--- src/rtl/mts_pkg.sv ---
// Shared types and register index codes for the midtone transfer stretch unit.
// No dependencies.
package mts_pkg;

    // Configuration register index
    typedef logic [2:0] t_cfg_idx;

    localparam t_cfg_idx CFG_MONO      = 3'd0;
    localparam t_cfg_idx CFG_CLIP_RED  = 3'd1;
    localparam t_cfg_idx CFG_CLIP_GRN  = 3'd2;
    localparam t_cfg_idx CFG_CLIP_BLU  = 3'd3;
    localparam t_cfg_idx CFG_BAL_RED   = 3'd4;
    localparam t_cfg_idx CFG_BAL_GRN   = 3'd5;
    localparam t_cfg_idx CFG_BAL_BLU   = 3'd6;

endpackage

--- src/rtl/mts_cfg.sv ---
// Configuration register file for the stretch unit.
// Depends on mts_pkg for the register index codes.
module mts_cfg
    import mts_pkg::*;
#(
    parameter int F = 16
) (
    input  logic           i_clk,
    input  logic           i_rst_n,
    input  logic           i_wr,
    input  t_cfg_idx       i_index,
    input  logic [F:0]     i_data,
    output logic           o_mono,
    output logic [F:0]     o_clip_red,
    output logic [F:0]     o_clip_green,
    output logic [F:0]     o_clip_blue,
    output logic [F-1:0]   o_bal_red,
    output logic [F-1:0]   o_bal_green,
    output logic [F-1:0]   o_bal_blue
);

    localparam logic [F-1:0] BAL_RESET = F'(1) << (F - 1);

    logic         r_mono;
    logic [F:0]   r_clip_r, r_clip_g, r_clip_b;
    logic [F-1:0] r_bal_r, r_bal_g, r_bal_b;

    // register writes; unknown indexes are dropped
    always_ff @(posedge i_clk) begin
        if (!i_rst_n) begin
            r_mono   <= 1'b0;
            r_clip_r <= '0;
            r_clip_g <= '0;
            r_clip_b <= '0;
            r_bal_r  <= BAL_RESET;
            r_bal_g  <= BAL_RESET;
            r_bal_b  <= BAL_RESET;
        end else if (i_wr) begin
            unique case (i_index)
                CFG_MONO:     r_mono   <= i_data[0];
                CFG_CLIP_RED: r_clip_r <= i_data;
                CFG_CLIP_GRN: r_clip_g <= i_data;
                CFG_CLIP_BLU: r_clip_b <= i_data;
                CFG_BAL_RED:  r_bal_r  <= i_data[F-1:0];
                CFG_BAL_GRN:  r_bal_g  <= i_data[F-1:0];
                CFG_BAL_BLU:  r_bal_b  <= i_data[F-1:0];
                default: ;
            endcase
        end
    end

    assign o_mono       = r_mono;
    assign o_clip_red   = r_clip_r;
    assign o_clip_green = r_clip_g;
    assign o_clip_blue  = r_clip_b;
    assign o_bal_red    = r_bal_r;
    assign o_bal_green  = r_bal_g;
    assign o_bal_blue   = r_bal_b;

endmodule

--- config.mk ---
export PLATFORM = sky130hd
export DESIGN_NAME = mts_cfg
export DESIGN_NICKNAME = d
export VERILOG_FILES = /design/src/rtl/mts_pkg.sv /design/src/rtl/mts_cfg.sv
export SDC_FILE = /design/constraint.sdc
export NUM_CORES = 1
export LEC_CHECK = 0
export BUFFER_PORTS_ARGS = -buffer_cell sky130_fd_sc_hd__buf_4
export CAP_MARGIN = 20
export CORE_ASPECT_RATIO = 0.75
export CORE_UTILIZATION = 45
export CTS_CLUSTER_DIAMETER = 40
export CTS_CLUSTER_SIZE = 24
export DETAILED_ROUTE_END_ITERATION = 10
export GPL_TIMING_DRIVEN = 0
export MAX_ROUTING_LAYER = met4
export PLACE_DENSITY = 0.71
export SLEW_MARGIN = 20
export SYNTH_ARGS = -nofsm -noshare
export SYNTH_HDL_FRONTEND = slang
export SYNTH_SLANG_ARGS = --single-unit
export TNS_END_PERCENT = 10
--- constraint.sdc ---
create_clock -name i_clk -period 1.1 [get_ports i_clk]
set_clock_uncertainty 0.05 [all_clocks]
set_input_delay 0.165 -clock i_clk [delete_from_list [all_inputs] [get_ports i_clk]]
set_output_delay 0.165 -clock i_clk [all_outputs]
set_load 0.005 [all_outputs]
After elaboration in Yosys (flattened, before gate mapping)
Index checks and enable logic that the tools add are counted.
- bits in registers: 100
- input bits: 23
- output and inout bits: 100
- equality and inequality tests: 6
- reductions and logical operators: 8
- operators by type and width (operator ; number):
    AND reduction 2 bit ; 7
    equality test 3 bit, second input constant ; 3
    equality test 3 x 2 -> 1 bit, second input constant ; 2
    equality test 3 x 1 -> 1 bit, second input constant ; 1
    zero test 3 bit ; 1

Depth between registers and ports, before layout
Gate-level depths: netlist of the first run.
- depth in word-level cells: 2
- gate-level depth with buffers: 5

Worst setup path before layout of the first run
Ideal clock, no wire load.
- path type: input to register
- from: input port i_index[2]
- to: register r_clip_g[10], in the netlist o_clip_green[10]
- arrival: 864 ps
- setup slack: 114 ps
- stages: 4
- cell sequence: and4bb_1 > buf_6 > buf_12 > mux2i_1
- cells in the longest elaborated chain, start to end: 2
- RTL lines (element ; line ; RTL):
    start: declaration ; mts_cfg.sv:11 ; input t_cfg_idx i_index,
    equality test 3 x 2 -> 1 bit ; mts_cfg.sv:39 ; unique case (i_index)
    AND reduction 2 bit (no source line) ; -- ;
    end signal: assignment ; mts_cfg.sv:42 ; CFG_CLIP_GRN: r_clip_g <= i_data;
    end: declaration ; mts_cfg.sv:25 ; logic [F:0] r_clip_r, r_clip_g, r_clip_b;
No other way between the ends.
A chain may end at the register's enable or synchronous reset.

Worst setup path after layout of the first run
- from: register r_clip_b[13], in the netlist o_clip_blue[13]
- to: output port o_clip_blue[13]
- RTL lines (element ; line ; RTL):
    start: declaration ; mts_cfg.sv:25 ;
    start signal: assignment ; mts_cfg.sv:43 ; CFG_CLIP_BLU: r_clip_b <= i_data;
    end: declaration ; mts_cfg.sv:16 ; output logic [F:0] o_clip_blue,
No word-level cell between the ends.

==> out/qor.txt, run 1 <==
Outcome = finished clean
Worst r2r path cells = 2
Power Dens Cells = 1290 mW/mm^2
RSZ-0062 raised after global routing = false
DR pass1 iterations = 4
Worst slew pin tran = 550 ps
CP required = 880 ps
Max H-tree Level = 3
Setup WS pre-CTS = -142 ps
Area post-placement = 0.00474 sq mm
Fin nets = 505
Slew HR = 63.3%
Cell family with the largest share of critical-path delay = flip-flops
Layout cells sized above 1 = 31.7%
Max Clk Rate = 0.952 GHz
Post-route setup slack = 50.1 ps
Final WL = 9.42 mm
RePlAce Congestion = 0.783
Ranking of synthesized cells by area = dfxtp_1, mux2i_1, nand2_1
Clk root buf = clkbuf_8
Bufs and invs on worst path = 1
Largest net degree at the start of global routing = 17
Fin crit share = 95.4%
Clock Path Buffers = 2
CTS sink count = 100
Maxcap violations = 0
Worst hold path type = in2reg
Leakage = 2.57 nW
DR vias = 2,879
Initial antenna violation count = 0
Avg Inst Size Synth = 10.6 sq um
Number of global-route vias before repair = 2,782
Worst hold slack = 67.3 ps
CP Launch Type = flop
Number of buffers created by CTS = 9
GRT Total Usage = 23.3%
Vias/cell = 4.87
Row count = 28
R2r endpoint = o_bal_green[6]
FFs w/ async S/R, synth = 0%
Synthesis-to-layout area growth = 32.6%
Crit path to = o_clip_blue[13]
CP peak stage delay = 370 ps
Final HPWL DP = 6.93 mm
Finish-stage setup viols = 0
DR iter-0 viols = 74
Worst path depth = 1
Part of the Yosys area used for sequential elements = 54.1%
I/O pin count = 123
Worst r2r src = o_bal_green[6]
Crit end category = output port
Chip Width = 107 um
FF+latch count, synth = 100
Crit path max fanout = 2
Post-Syn Nets = 373
Maximum vdd ir drop = 680 uV
IO buf count = 121
EDFF count, synth = 0
Antenna-violating nets left = 0
Setup Fix Bufs, Post-CTS = 0
ANT cells = 0
Clock Latency Late Sink = 350 ps
Worst path cell trace = buf_4
CTS clk-pin slew, worst paths = 90 ps
WP data arrival = 830 ps
Final core utilization = 62.0%
Synth Cell Area = 0.00370 sq mm
Tmin final = 1050 ps
WL/cell = 15.9 um
Ys Warns = 0
Fill cells = 689
Most used standard cell by instance count after synthesis = nand2_1
R2r setup slk = 400 ps
Primary FF master, synth = dfxtp_1
Initial Utilization = 46.7%
Hold Vio Cnt, Final = 0
Synth top area share = 54.1%
Commonest cells in the netlist = nand2_1, dfxtp_1, mux2i_1, buf_2, clkbuf_1
Post-Synthesis Cells = 350
Std-Cell Core Area = 0.00792 sq mm
Post-synth top area cell = dfxtp_1
GR Overflow Total = 0
Cell variety after synth = 14
Die Height = 80.5 um
Number of remaining DRC errors = 0
Worst setup path category = reg2out
CP Launch Point = o_clip_blue[13]
CTS tree = done
Post-route cell area = 0.00491 sq mm
First-pass GRT wire length = 14.6 mm
Slowest-stage cell, CP = dfxtp_1
Max-slew violations = 0
Die Footprint = 0.00860 sq mm
## final cells by class
| cell class | instances | area, sq um | share of cell area (%) |
|---|---|---|---|
| Clock inverter | 5 | 37.5 | 0.765 |
| Clock buffer | 10 | 128 | 2.60 |
| Timing Repair Buffer | 121 | 908 | 18.5 |
| Tap cell | 105 | 131 | 2.68 |
| Buffer | 25 | 175 | 3.57 |
| Sequential cell | 100 | 2000 | 40.8 |
| Multi-Input combinational cell | 225 | 1520 | 31.1 |
## how the worst min path moves through the flow
stage,from,end,slack [ps],cells past startpoint
floorplan,i_data[15],o_bal_green[15],290,2
global placement,o_clip_green[15],o_clip_green[15],390,2
detailed placement,o_clip_green[7],o_clip_green[7],400,2
CTS,i_data[16],o_clip_green[16],50,3
global route,i_data[16],o_clip_red[16],60,3
finish,i_data[16],o_clip_blue[16],70,3
## flip-flops by register name, summed over array words and instances (netlist names)
| register | cells |
|---|---|
| o_bal_blue | 16 |
| o_mono | 1 |
| o_clip_red | 17 |
| o_bal_red | 16 |
| o_clip_blue | 17 |
| o_bal_green | 16 |
| o_clip_green | 17 |
## metrics by stage
| step | setup TNS (ps) | total power, mW | cells |
|---|---|---|---|
| global placement | -4110 | 4.36 | 576 |
| detailed placement | -7090 | 4.38 | 576 |
| finish | 0 | 6.33 | 591 |
| floorplan | 0 | 4.09 | 350 |
| CTS | 0 | 6.40 | 591 |
| global route | 0 | 6.61 | 591 |
## routing by layer
metal  part of all wire, %  wire [um]  up-vias  track usage, %
met5                     0          0        -               -
met4                  0.68         64        0            5.34
met3                   5.7        540        8            6.09
met2                    46       4320       78            36.6
met1                    48       4500     1367            30.1
li1                      -          -     1426               -
## power breakdown
group | switching, mW | leakage, nW | internal, mW
logic | 0.289 | 1.68 | 0.259
clock network | 1.22 | 0.0792 | 0.824
registers | 0.0440 | 0.810 | 3.70
total | 1.55 | 2.57 | 4.78
## kinds of logic (layout without fill, tap and decap cells)
logic type,Yosys count,after routing,share of synthesized area (%)
buffers and inverters,25,161,4.73
DFF,100,100,54.1
muxes,100,100,27.0
and+or+nand+nor,125,125,14.1
## cells in the final DEF (no fill, tap or decap), types with 2 or more instances in the layout
cell type / n
buf_4: 126
nand2_1: 114
mux2i_1: 100
dfxtp_1: 99
clkbuf_8: 9
buf_2: 7
clkbuf_1: 7
buf_6: 5
nor2b_1: 4
nand4b_1: 3
nand4bb_1: 2
clkinvlp_4: 2
inv_6: 2
## repair_timing
| action | CTS | global route |
|---|---|---|
| gates resized for setup | 0 | 1 |
| hold endpoints to repair | 0 | 0 |
| endpoints found under the setup margin | 0 | 1 |
| hold buffers | 0 | 0 |
(Power assumes the default switching activity.)
==> run 2, diff against run 1 <==
--- a/config.mk
+++ b/config.mk
@@ -5,6 +5,7 @@
 export SDC_FILE = /design/constraint.sdc
 export NUM_CORES = 1
 export LEC_CHECK = 0
+export ABC_CLOCK_PERIOD_IN_PS = 1100
 export BUFFER_PORTS_ARGS = -buffer_cell sky130_fd_sc_hd__buf_4
 export CAP_MARGIN = 20
 export CORE_ASPECT_RATIO = 0.75
@@ -15,6 +16,7 @@
 export GPL_TIMING_DRIVEN = 0
 export MAX_ROUTING_LAYER = met4
 export PLACE_DENSITY = 0.71
+export SETUP_SLACK_MARGIN = 0.1
 export SLEW_MARGIN = 20
 export SYNTH_ARGS = -nofsm -noshare
 export SYNTH_HDL_FRONTEND = slang
==> out/qor.txt, run 2 (same netlist as run 1, synthesis figures left out) <==
Power Dens Cells = 1200 mW/mm^2
Worst r2r src = o_bal_green[15]
Crit end category = output port
Final WL = 9.72 mm
Maxcap violations = 0
Slew HR = 62.6%
Final HPWL DP = 6.93 mm
RSZ-0062 raised after global routing = true
Leading cell type in the layout, fill and taps excluded = nand2_1
First-pass GRT wire length = 15.2 mm
Setup WS pre-CTS = -142 ps
Finish-stage setup viols = 0
Worst hold slack = 57.0 ps
CP required = 880 ps
Number of buffers created by CTS = 9
WL/cell = 16.2 um
Slowest-stage cell, CP = dfxtp_1
Crit path max fanout = 2
Maximum vdd ir drop = 703 uV
Largest net degree at the start of global routing = 17
WP data arrival = 810 ps
Max H-tree Level = 3
Post-route setup TNS = 0 ps
GRT Total Usage = 24.2%
Clock Path Buffers = 2
Worst path cell trace = buf_4
Post-CTS Hold Buffers = 0
# placed instances = 576
Clock Latency Late Sink = 350 ps
Max Clk Rate = 0.978 GHz
DR vias = 2,960
Met3 GRT Util = 6.82%
Commonest non-fill, non-tap cells in the layout = nand2_1, mux2i_1, dfxtp_2
Worst path depth = 1
Worst r2r path cells = 3
Worst setup path category = reg2out
Chip Width = 107 um
CP peak stage delay = 340 ps
CTS tree = done
Initial Utilization = 46.7%
Std-Cell Core Area = 0.00792 sq mm
Number of remaining DRC errors = 0
CTS clk-pin slew, worst paths = 90 ps
Fin crit share = 92.9%
Cell family with the largest share of critical-path delay = flip-flops
Fin nets = 514
CP Launch Type = flop
Outcome = finished clean
GRT met2 Usage = 38.6%
Total power = 6.42 mW
Tmin final = 1020 ps
Synthesis-to-layout area growth = 44.0%
GR Overflow Total = 0
Die Height = 80.5 um
Post-route setup slack = 77.7 ps
ANT cells = 0
Vias/cell = 4.93
CP Launch Point = o_clip_green[15]
Row count = 28
Fin cells = 600
Leakage = 2.71 nW
Die Footprint = 0.00860 sq mm
Initial antenna violation count = 0
I/O pin count = 123
Antenna-violating nets left = 0
Crit path to = o_clip_green[15]
Number of global-route vias before repair = 2,926
DR iter-0 viols = 73
Worst slew pin tran = 561 ps
DR pass1 iterations = 4
Bufs and invs on worst path = 1
R2r setup slk = 290 ps
CTS sink count = 100
Hold Vio Cnt, Final = 0
Global route hottest layer = met2
R2r endpoint = o_bal_green[15]
Clk root buf = clkbuf_8
Max-slew violations = 0
Layout cells sized above 1 = 48.3%
GR Util met1 = 30.4%
RePlAce Congestion = 0.783
Worst hold path type = in2reg
IO buf count = 121
run 2: cell count changes in the layout (fill, tap and decap cells not counted):
cell / delta
dfxtp_2: +76
buf_4: -60
buf_6: +69
dfxtp_1: -76
run 2: layout make-up:
cell class / instances / area [sq um]
Fill cell: 626 / 2590
Sequential cell: 100 / 2100
Multi-Input combinational cell: 225 / 1520
Timing Repair Buffer: 130 / 1230
Buffer: 25 / 175
Tap cell: 105 / 131
Clock buffer: 10 / 128
Clock inverter: 5 / 37.5
run 2: worst min-delay path by stage:
stage,cells after the start,end,slack [ps],start
CTS,3,o_clip_green[16],50,i_data[16]
global route,3,o_clip_blue[16],60,i_data[16]
global placement,2,o_clip_green[15],390,o_clip_green[15]
finish,3,o_clip_blue[16],60,i_data[16]
floorplan,2,o_bal_green[15],290,i_data[15]
detailed placement,2,o_clip_green[7],400,o_clip_green[7]
run 2: what timing repair did:
action                                  in CTS  in global routing
hold endpoints to repair                     0                  0
endpoints found under the setup margin     100                100
setup buffers                                9                  0
gates resized for setup                    124                 22
run 2: layer usage:
| layer | routed length (um) | vias to the layer above | share of wire [%] |
|---|---|---|---|
| met1 | 4490 | 1406 | 46 |
| met5 | 0 | - | 0 |
| li1 | - | 1442 | - |
| met3 | 605 | 13 | 6.2 |
| met2 | 4530 | 99 | 47 |
| met4 | 92 | 0 | 0.95 |
run 2: power breakdown:
part / internal (mW) / total, mW / leakage [nW] / switching [mW]
clock: 0.824 / 2.06 / 0.0792 / 1.24
sequential: 3.71 / 3.76 / 0.844 / 0.0540
combinational: 0.299 / 0.593 / 1.78 / 0.294
total: 4.83 / 6.42 / 2.71 / 1.58
run 2: tightest hold or removal path: cells and delay by family:
family        cells  cell delay [ps]
simple gates      1               80
buf+inv           1              110
mux               1               70
run 2: metrics by stage:
| step | util (%) | cell area, sq um |
|---|---|---|
| 3_5_place_dp | 59.9 | 4740 |
| 3_3_place_gp | 59.9 | 4740 |
| 6_report | 67.3 | 5330 |
| 5_1_grt | 67.3 | 5330 |
| 4_1_cts | 66.6 | 5280 |
| 2_1_floorplan | - | 3700 |
==> run 3, diff against run 2 <==
--- a/config.mk
+++ b/config.mk
@@ -6,7 +6,7 @@
 export NUM_CORES = 1
 export LEC_CHECK = 0
 export ABC_CLOCK_PERIOD_IN_PS = 1100
-export BUFFER_PORTS_ARGS = -buffer_cell sky130_fd_sc_hd__buf_4
+export BUFFER_PORTS_ARGS = -buffer_cell sky130_fd_sc_hd__buf_2
 export CAP_MARGIN = 20
 export CORE_ASPECT_RATIO = 0.75
 export CORE_UTILIZATION = 45
==> out/qor.txt, run 3 (same netlist as run 1, synthesis figures left out) <==
ANT cells = 0
GRT Total Usage = 22.7%
Worst hold path type = in2reg
Slowest-stage cell, CP = dfxtp_1
WL/cell = 15.6 um
Finish-stage setup viols = 0
Vias/cell = 4.87
Std-Cell Core Area = 0.00792 sq mm
Synthesis-to-layout area growth = 28.0%
Post-route setup slack = 36.2 ps
Largest net degree at the start of global routing = 19
GR Overflow Total = 0
Tmin final = 1060 ps
Fin cells = 593
Outcome = finished clean
Max-slew violations = 0
Maxcap violations = 0
Bufs and invs on worst path = 1
R2r setup slk = 370 ps
DR iter-0 viols = 110
Crit path max fanout = 2
Number of buffers created by CTS = 9
Final HPWL DP = 6.62 mm
First-pass GRT wire length = 14.1 mm
HP Start = i_data[16]
Post-route setup TNS = 0 ps
Worst r2r path cells = 3
Initial Utilization = 46.7%
Row count = 28
Maximum vdd ir drop = 558 uV
Clock Latency Late Sink = 370 ps
RSZ-0062 raised after global routing = true
Total power = 6.69 mW
CP peak stage delay = 360 ps
Worst path cell trace = buf_2
Die Height = 80.5 um
I/O pin count = 123
DR vias = 2,887
Leakage = 2.61 nW
CTS clk-pin slew, worst paths = 100 ps
Post-CTS Hold Buffers = 0
Fin crit share = 96.7%
Worst slew pin tran = 548 ps
Cell family with the largest share of critical-path delay = flip-flops
Clock Path Buffers = 2
CTS sink count = 100
Final WL = 9.24 mm
Fin nets = 506
Worst r2r src = o_bal_green[5]
Worst setup path category = reg2out
RePlAce Congestion = 0.787
Max Clk Rate = 0.940 GHz
Die Footprint = 0.00860 sq mm
Leading cell type in the layout, fill and taps excluded = buf_2
Hold endpoint = o_clip_blue[16]
Slew HR = 63.5%
Setup WS pre-CTS = -117 ps
CP required = 880 ps
CP Launch Type = flop
Number of global-route vias before repair = 2,680
Initial antenna violation count = 0
WP data arrival = 850 ps
IO buf count = 121
Max H-tree Level = 3
R2r endpoint = o_bal_green[5]
Crit end category = output port
Antenna-violating nets left = 0
# placed instances = 576
Worst path depth = 1
Power Dens Cells = 1410 mW/mm^2
Chip Width = 107 um
Clk root buf = clkbuf_8
Worst hold slack = 38.5 ps
Commonest non-fill, non-tap cells in the layout = buf_2, nand2_1, mux2i_1
Hold Path Stages = 3
Number of remaining DRC errors = 0
CTS tree = done
Layout cells sized above 1 = 41.4%
Hold Vio Cnt, Final = 0
DR pass1 iterations = 4
==> run 3: cell types whose count changed in the layout (fill, tap and decap cells not counted), sizes merged <==
cell | before | now
bufinv | 0 | 1
inv | 2 | 4
clkbuf | 16 | 15
buf | 149 | 141
clkinvlp | 2 | 1
==> run 3: routing by layer <==
metal	share of wire [%]	GRT usage, %	vias up
li1	-	-	1425
met1	49	29.6	1357
met2	44	34.7	92
met3	6.4	6.33	13
met4	1.0	6.16	0
met5	0	-	-
==> run 3: repair_timing <==
action / CTS / global route
hold endpoints to repair: 0 / 0
setup endpoints to repair: 100 / 100
setup buffers: 0 / 1
resized for setup: 32 / 19
==> run 3: worst max-delay path by stage <==
stage,to,startpoint
2_1_floorplan,o_clip_green[10],i_index[2]
3_3_place_gp,o_clip_green[13],i_index[2]
3_5_place_dp,o_clip_green[6],i_index[2]
4_1_cts,o_bal_red[4],o_bal_red[4]
5_1_grt,o_bal_red[4],o_bal_red[4]
6_report,o_clip_blue[5],o_clip_blue[5]
==> run 3: power breakdown <==
| part | total [mW] | switching [mW] | leakage (nW) | internal, mW |
|---|---|---|---|---|
| Clock | 2.45 | 1.37 | 0.103 | 1.09 |
| Combinational | 0.488 | 0.284 | 1.68 | 0.204 |
| Sequential | 3.75 | 0.0420 | 0.829 | 3.70 |
==> run 3: stage by stage <==
stage / util [%] / instance area (sq um)
after CTS: 59.2 / 4690
final: 59.8 / 4740
after detailed placement: 56.1 / 4440
after floorplan: - / 3700
after global placement: 56.1 / 4440
after global routing: 59.8 / 4740
==> run 3: layout make-up <==
class / count / area [sq um]
fill: 700 / 3180
clock buffer: 9 / 124
multi-input combinational: 225 / 1520
timing repair buffer: 122 / 644
buffer: 25 / 175
clock inverter: 7 / 80.1
sequential: 100 / 2060
tap: 105 / 131
==> run 3: tightest hold or removal path: stages <==
cell,delay [ps]
buf_2,100
nand2_1,90
mux2i_1,70
